`src/hw/rtl/siu_queue.sv`:
```
// two-word queue between the front end and the divider back end
// depends on nothing
module siu_queue #(
    parameter int WIDTH = 8
) (
    input  logic             i_clk,
    input  logic             i_rst_n,
    input  logic             i_push,
    input  logic [WIDTH-1:0] i_data,
    input  logic             i_pop,
    output logic             o_valid,
    output logic [WIDTH-1:0] o_data
);

    localparam int DEPTH = 2;
    localparam int AW    = $clog2(DEPTH);

    logic [WIDTH-1:0] r_mem [DEPTH];
    logic [AW-1:0]    r_wr, r_rd;
    logic [AW:0]      r_count;
    logic             do_pop;

    assign do_pop  = i_pop && (r_count != '0);
    assign o_valid = (r_count != '0);
    assign o_data  = r_mem[r_rd];

    always_ff @(posedge i_clk) begin
        if (i_push) begin
            r_mem[r_wr] <= i_data;
        end
    end

    always_ff @(posedge i_clk) begin
        if (!i_rst_n) begin
            r_wr    <= '0;
            r_rd    <= '0;
            r_count <= '0;
        end else begin
            if (i_push) begin
                r_wr <= r_wr + AW'(1);
            end
            if (do_pop) begin
                r_rd <= r_rd + AW'(1);
            end
            r_count <= r_count + (AW+1)'(i_push) - (AW+1)'(do_pop);
        end
    end

endmodule

```
`config.mk`:
```
export PLATFORM = sky130hd
export DESIGN_NAME = siu_queue
export DESIGN_NICKNAME = d
export VERILOG_FILES = /design/src/hw/rtl/siu_queue.sv
export SDC_FILE = /design/constraint.sdc
export NUM_CORES = 1
export LEC_CHECK = 0
export BUFFER_PORTS_ARGS = -buffer_cell sky130_fd_sc_hd__buf_4
export CAP_MARGIN = 20
export CORE_UTILIZATION = 49
export DETAILED_ROUTE_END_ITERATION = 10
export PLACE_DENSITY_LB_ADDON = 0.08
export SLEW_MARGIN = 20
export SYNTH_ARGS = -nofsm -noshare
export SYNTH_HDL_FRONTEND = slang
export SYNTH_SLANG_ARGS = --single-unit
```
`constraint.sdc`:
```
create_clock -name i_clk -period 1.9 [get_ports i_clk]
set_input_delay 0.285 -clock i_clk [delete_from_list [all_inputs] [get_ports i_clk]]
set_output_delay 0.285 -clock i_clk [all_outputs]
set_load 0.01 [all_outputs]
```
---- Yosys cells after proc, flatten, opt, wreduce, memory -nomap -nowiden ----
Memories as Yosys holds them, arrays and structs flattened. A register that Yosys moved wholly into a read port is not among the register bits.
Cells that the tools add are included.
word-level totals
  register bits ........................... 4
  logic and storage cells ................. 14
  memories kept ........................... 1
  bits in read-only memories .............. 0
  bits in writable memories ............... 16
  latch bits .............................. 0
memories
  memory  words  width  rd ports  clocked after Yosys merged registers in  wr ports  line  text
  r_mem   2      8      1         1                                        1         18    logic [WIDTH-1:0] r_mem [DEPTH];
cells by class
  shift-type cells ........................ 0
  multiplexer cells ....................... 4
  add/subtract/negate cells ............... 4
  eq/ne operators ......................... 0
  $lt $le $gt $ge ......................... 0
  bitwise operators ....................... 0
  div/mod/pow operators ................... 0
  $mul .................................... 0
  reductions and logical operators ........ 2
operators by type and width
  kind                                 count
  2-to-1 mux 1 bit                     4
  adder 1 bit (second input constant)  2
  adder 2 x 1 -> 2 bit                 1
  nonzero test 2 bit                   1
  subtractor 2 x 1 -> 2 bit            1
  logical AND 1 bit                    1

---- Depth between registers and ports, before layout ----
Gate-level depths: netlist of the first run.
  depth after elaboration ................. 4
  mapped depth ............................ 6
  gate-level depth less buffers ........... 6

---- Least setup slack after synthesis of the first run ----
Ideal clock, no wire load.
  path type ............................... register to register
  start point ............................. register r_count[0]
  end point ............................... register r_count[1]
  setup slack ............................. 560 ps
  data required time ...................... 1786 ps
  buffers on the path ..................... 0
  stages on the path, launching flop included .. 7
  arrival ................................. 1227 ps
  cell sequence ........................... dfxtp_1 o21a_2 ha_1 inv_1 ha_1 xnor3_1 nor2b_2
on the way
  longest elaborated chain between the ends .. 3
RTL lines
  element                    line  text
  start: declaration         20    logic [AW:0] r_count;
  start signal: assignment   45    r_count <= r_count + (AW+1)'(i_push) - (AW+1)'(do_pop);
  nonzero test 2 bit         23    assign do_pop = i_pop && (r_count != '0);
  logical AND 1 bit          23
  via do_pop                 21    logic do_pop;
  subtractor 2 x 1 -> 2 bit  45
The timed path passes the listed nets, and every way through them passes these cells.
A chain may end at the register's enable or synchronous reset.

==> summary.md, run 1 <==
| Metric | Value |
|---|---|
| Status | `finished, final reports clean` |
| CTS sink cnt | `21` |
| Internal power | `about 0.85 mW` |
| DRC Markers | `0` |
| Slew Limit Fails | `0` |
| R2R Setup Slk | `0.50 ns` |
| Leak pwr | `0.408 nW` |
| Most frequent cells after synthesis | `edfxtp_1, mux2_2, dfxtp_1` |
| Most frequent cell after synthesis | `edfxtp_1` |
| VDD IR max | `approximately 0.69 mV` |
| I/O pins | `21` |
| Worst Hold Endpoint | `r_mem[0][2]$_DFFE_PP_` |
| Post-CTS Setup Inserts | `0` |
| Final setup skew | `0.00121 ns` |
| Grt ovf | `0` |
| NetSw | `between 0.2 and 0.3 mW` |
| Slew @ Worst Pin | `between 0.3 and 0.4 ns` |
| Diode count | `0` |
| Worst-path clk slew | `about 0.11 ns` |
| Starting DRT DRC Count | `5` |
| Register area share after synthesis | `around 71%` |
| Routed WL | `between 1000 and 1500 um` |
| Sw Share | `roughly a quarter` |
| Chip height | `approximately 43 um` |
| Largest net degree at the start of global routing | `12` |
| Share of power burned in registers | `51.5%` |
| Hold_sp | `i_data[2]` |
| Setup_tns | `0 ns` |
| Post-CTS sizing | `0` |
| Area delta synth->final | `24.3%` |
| Min-Delay Path Class | `primary input to flip-flop` |
| Final hold viol count | `0` |
| Library cells used by synthesis | `16` |
| CP endpoint kind | `output port` |
| Post-synth top flop | `edfxtp_1` |
| R2r startpoint | `r_count[0]$_SDFF_PN0_` |
| Initial core utilization | `a little over half` |
| Synth Area per Inst | `around 17 sq um` |
| IO Port Bufs | `20` |
| Async SR Flop Fraction | `0%` |
| Max-cap violations | `0` |
| Vias in the first global route | `455` |
| First-pass GRT wire length | `between 1500 and 2000 um` |
| Clock latency on the worst-skew pair | `approximately 0.29 ns` |
| Initial antenna violation count | `0` |
| Syn. warnings | `0` |
| Row count | `14` |
| RSZ-0062 raised after global routing | `no` |
| Combinational power share | `30.1%` |
| Critical path type | `flip-flop to output port` |
| Gr usage total | `14.9%` |
| Layout cell share with drive strength beyond 1 | `just under 50%` |
| Placer Congestion | `between 0.6 and 0.7` |
| CTS H-tree depth | `1` |
| #FFs+latches synth | `21` |
| Nets | `86` |
| Die ar. | `0.00183 sq mm` |
| Final std cells w/o fill | `87` |
| Dpl cells | `83` |
| CP max FO | `8` |
| DRT Pass-1 Iters | `4` |
| Hold_buf cts | `0` |
| Mapped Nets | `between 60 and 70` |
| Critical path arrival | `~1.4 ns` |
| Synth area leader | `edfxtp_1` |
| Via/cell ratio | `approximately 5.2` |
| Critical Path RT | `1.62 ns` |
| Rel. slew slack | `around 75%` |
| Pwr dens | `1130 mW/mm^2` |
| EDFF count, synth | `16` |
| Core Box Area | `0.00152 sq mm` |
| Critical path startpoint category | `flip-flop` |
| Synth Cell Area | `817 sq um` |
| Hold path cells | `1` |
| Routed vias | `about 450` |
| Final setup viols | `0` |
| Register area | `581 sq um` |
| Area contributors post-synth | `edfxtp_1, dfxtp_1, mux2_2` |
| Worst reg2reg path endpoint | `r_count[1]$_SDFF_PN0_` |
| Tcrit/Tclk final | `between 80 and 90%` |
| CTS root buf | `clkbuf_4` |
| Routed len/inst | `13.5 um` |
| Post-Synthesis Cells | `47` |
| Max Fclk | `about 600 MHz` |
| R2R cell count | `6` |
| Synth top area share | `between 50% and 60%` |
| Detail Placement HPWL | `approximately 840 um` |
| Die width | `about 43 um` |
| CTS tree | `yes` |
| Final ANT Viol Nets | `0` |
| Clock power frac | `between 10% and 20%` |
| Max clock buf depth | `2` |
| Final min period | `between 1.5 and 2 ns` |
| CTS Buf Count | `3` |
| Area occupied by multi-input gates | `between 200 and 250 sq um` |
| Fill cells | `112` |
-- worst max-delay path by stage --
stage                                startpoint                    end  slack [ns]  cells after the start
after global placement    r_count[0]$_SDFF_PN0_  r_count[1]$_SDFF_PN0_        0.54                      6
final                                 flip-flop              o_data[1]        0.25                      2
after global routing                  flip-flop              o_data[1]        0.16                      2
after floorplan           r_count[0]$_SDFF_PN0_  r_count[1]$_SDFF_PN0_        0.56                      6
after detailed placement  r_count[0]$_SDFF_PN0_  r_count[1]$_SDFF_PN0_        0.51                      6
after CTS                             flip-flop              o_data[1]        0.23                      2
-- critical path, cell delays in order, from the launching register on --
cell and delay [ns]:
dfxtp_1 0.54, mux2_2 0.38, buf_4 0.15
-- flip-flops by register name, indices dropped and copies added, names as in the netlist, named ones only --
signal   count
r_mem       16
r_count      2
r_rd         1
r_wr         1
-- area by class of cell --
class | instances | area share (%)
Timing Repair Buffer | 21 | 15.5
Sequential cell | 21 | 57.1
Inverter | 2 | 0.739
Tap cell | 16 | 1.97
Multi-Input combinational cell | 23 | 22.0
Clock buffer | 4 | 2.59
-- metrics by stage --
step / util, % / hold slack [ns] / cell area, sq um / worst slack [ns] / power, mW
floorplan: - / 0.384 / 817 / 0.560 / 0.826
global placement: 64.9 / 0.467 / 990 / 0.541 / 0.942
detailed placement: 64.9 / 0.471 / 990 / 0.510 / 0.952
CTS: 66.7 / 0.160 / 1020 / 0.226 / 1.15
global route: 66.7 / 0.150 / 1020 / 0.164 / 1.21
finish: 66.7 / 0.165 / 1020 / 0.252 / 1.14
-- power groups by stage --
stage	Sequential, mW	Combinational [mW]	Clock (mW)
after global placement	0.598	0.344	0
after global routing	0.599	0.380	0.231
after floorplan	0.575	0.250	0
final	0.590	0.345	0.210
after detailed placement	0.600	0.351	0
after CTS	0.589	0.352	0.213
-- routing by layer --
layer	routed length, um	vias up	global-route usage, %
li1	-	220	-
met1	525	218	18.8
met2	592	13	24.5
met3	53	0	2.55
met4	0	0	7.50
met5	0	-	0
-- kinds of logic after synthesis --
kind of cell               count (synthesis)  synth area share (%)
buffers and inverters                      3                  1.53
muxes                                     10                  13.5
and+or+nand+nor                            8                  6.13
DFF                                       21                  71.1
AOI/OAI and AO/OA                          2                  1.99
xor gates and xnor gates                   1                  2.76
adders and majority gates                  2                  3.06
-- cell usage in the layout, fill, tap and decap left out --
cell	Yosys	layout
and2_1	2	2
nor2b_2	1	1
nand2b_1	1	1
dfxtp_1	5	5
nand2_1	1	1
clkbuf_1	0	1
edfxtp_1	16	16
xnor3_1	1	1
inv_1	2	2
mux2_2	8	8
ha_1	2	2
o21a_2	1	1
buf_4	0	21
nor2b_1	2	2
o21a_1	1	1
or2_2	1	1
mux2i_1	2	2
clkbuf_4	0	3
No activity file was read; power rests on OpenSTA's default activity.
==> run 2, diff against run 1 <==
- PLACE_DENSITY: unset -> 0.73
- PLACE_DENSITY_LB_ADDON: 0.08 -> unset
==> run 2 against run 1 <==
Net effect:
- sequential power is essentially flat
- total power grew 0.13%
- design area grew 0.12%
- via count shrank 2.2%
- hold slack lost 0.0011 ns
- clock power is essentially flat
- critical endpoint is now o_data[6]
- largest cell class unchanged
==> summary.md, run 2 (synthesis results as in run 1) <==
| Metric | Value |
|---|---|
| Status | `finished, final reports clean` |
| Chip height | `42.8 um (unchanged)` |
| Vias in the first global route | `427 (-6.2%)` |
| DRT Pass-1 Iters | `4 (unchanged)` |
| CTS Buf Count | `3 (unchanged)` |
| Setup_tns | `0 ns (unchanged)` |
| Initial core utilization | `53.6% (unchanged)` |
| Most common cell after layout, fill and taps aside | `buf_4` |
| Worst setup margin | `0.261 ns (+0.00987 ns)` |
| Via/cell ratio | `5.07 (-2.2%)` |
| Max Fclk | `610 MHz (+0.60%)` |
| CTS H-tree depth | `1 (unchanged)` |
| Final hold viol count | `0 (unchanged)` |
| Critical Path RT | `1.62 ns (about the same)` |
| Final ANT Viol Nets | `0 (unchanged)` |
| Routed WL | `1130 um (-3.5%)` |
| I/O pins | `21 (unchanged)` |
| Post-CTS sizing | `0 (unchanged)` |
| DRC Markers | `0 (unchanged)` |
| Worst-path clk slew | `0.11 ns (about the same)` |
| R2r startpoint | `r_count[0]$_SDFF_PN0_` |
| First-pass GRT wire length | `1790 um (-7.1%)` |
| Diode count | `0 (unchanged)` |
| Tot Pwr | `1.15 mW (+0.13%)` |
| Layout cell share with drive strength beyond 1 | `50.7% (+1.4 points)` |
| Die ar. | `0.00183 sq mm (unchanged)` |
| Critical path arrival | `1.35 ns (about the same)` |
| Final min period | `1.64 ns (-0.00987 ns)` |
| Most frequent cells in the layout | `buf_4, edfxtp_1, mux2_2, dfxtp_1, clkbuf_4` |
| CP endpoint kind | `output port` |
| Max-cap violations | `0 (unchanged)` |
| Slew Limit Fails | `0 (unchanged)` |
| DP Area | `990 sq um (unchanged)` |
| Slowest-stage cell, CP | `dfxtp_1` |
| R2R Setup Slk | `0.50 ns (about the same)` |
| Leak pwr | `0.411 nW (+0.67%)` |
| Number of flip-flops in the largest register | `16 (unchanged)` |
| CP max FO | `8 (unchanged)` |
| Post-CTS Setup Inserts | `0 (unchanged)` |
| Detail Placement HPWL | `844 um (+0.11%)` |
| IO Port Bufs | `20 (unchanged)` |
| VDD IR max | `0.668 mV (-3.5%)` |
| Hold_buf cts | `0 (unchanged)` |
| Grt ovf | `0 (unchanged)` |
| CTS root buf | `clkbuf_4` |
| Pre-CTS setup slack | `0.516 ns (+0.00570 ns)` |
| CP Capture Point | `o_data[6]` |
| CTS sink cnt | `21 (unchanged)` |
| Min Hold Slack | `0.164 ns (-0.00110 ns)` |
| Slew @ Worst Pin | `0.365 ns (-0.0167 ns)` |
| Nets | `86 (unchanged)` |
| CTS tree | `yes` |
| Reg with most FFs | `r_mem` |
| Largest net degree at the start of global routing | `13 (+1)` |
| Die width | `42.8 um (unchanged)` |
| Area delta synth->final | `24.5%` |
| Final setup skew | `0.000330 ns (-0.000884 ns)` |
| Routed len/inst | `13.0 um (-3.5%)` |
| Crit path cell chain | `mux2_2 > buf_4` |
| Starting DRT DRC Count | `5 (unchanged)` |
| Worst reg2reg path endpoint | `r_count[1]$_SDFF_PN0_` |
| R2R cell count | `6 (unchanged)` |
| Final setup viols | `0 (unchanged)` |
| Tcrit/Tclk final | `86.2% (-0.52 points)` |
| Critical path type | `flip-flop to output port` |
| Rel. slew slack | `75.7% (+1.1 points)` |
| Final Instance Area | `0.00102 sq mm (+0.12%)` |
| Min-Delay Path Class | `primary input to flip-flop` |
| Max clock buf depth | `2 (unchanged)` |
| Pwr dens | `1130 mW/mm^2 (about the same)` |
| Slowest cell delay on critical path | `0.53 ns (about the same)` |
| Gr usage total | `13.8% (-1.1 points)` |
| Placer Congestion | `0.618 (-5.7%)` |
| RSZ-0062 raised after global routing | `no` |
| Core Box Area | `0.00152 sq mm (unchanged)` |
| Critical path startpoint category | `flip-flop` |
| Routed vias | `441 (-2.2%)` |
| Row count | `14 (unchanged)` |
| Biggest regs | `r_mem: 16 flops, r_count: 2 flops` |
| Initial antenna violation count | `0 (unchanged)` |
| Clock latency on the worst-skew pair | `0.29 ns (about the same)` |
## run 2: metal layers
metal | up-vias | global-route usage (%) | wire length, um
met5 | - | 0 | 0
met4 | 0 | 7.50 | 6
met3 | 2 | 2.55 | 32
met2 | 10 | 22.4 | 582
met1 | 212 | 17.4 | 508
li1 | 217 | - | -
## run 2: report_power, final
part           total, mW  internal [mW]  switching [mW]
sequential         0.588          0.549          0.0385
clock              0.211         0.0783           0.132
combinational      0.347          0.220           0.127
total               1.15          0.848           0.298
## run 2: final cells by class
cell class / count / area, sq um
flip-flops and latches: 21 / 581
well taps: 16 / 20.0
clock buffers: 3 / 22.5
fillers: 117 / 507
repair buffers: 21 / 158
multi-input cells: 23 / 224
clock inverters: 1 / 5.00
inverters: 2 / 7.51
## run 2: per-stage QoR
step / instances / util (%)
finish: 87 / 66.7
global route: 87 / 66.7
CTS: 87 / 66.7
detailed placement: 83 / 64.9
global placement: 83 / 64.9
floorplan: 47 / -
## run 2: how the worst min path moves through the flow
| stage | slack, ns | depth (start not counted) | from | end |
|---|---|---|---|---|
| floorplan | 0.38 | 0 | i_data[0] | r_mem[0][0]$_DFFE_PP_ |
| global placement | 0.47 | 2 | r_rd$_SDFFE_PN0P_ | r_rd$_SDFFE_PN0P_ |
| detailed placement | 0.47 | 1 | i_data[7] | r_mem[1][7]$_DFFE_PP_ |
| CTS | 0.15 | 1 | i_data[5] | r_mem[1][5]$_DFFE_PP_ |
| global route | 0.15 | 1 | i_data[4] | r_mem[0][4]$_DFFE_PP_ |
| finish | 0.16 | 1 | i_data[5] | r_mem[0][5]$_DFFE_PP_ |
## run 2: critical path: cells and delay by family, from the launching register on
kind | cells | cell delay (ns)
buf+inv | 1 | 0.14
flops | 1 | 0.53
mux | 1 | 0.38
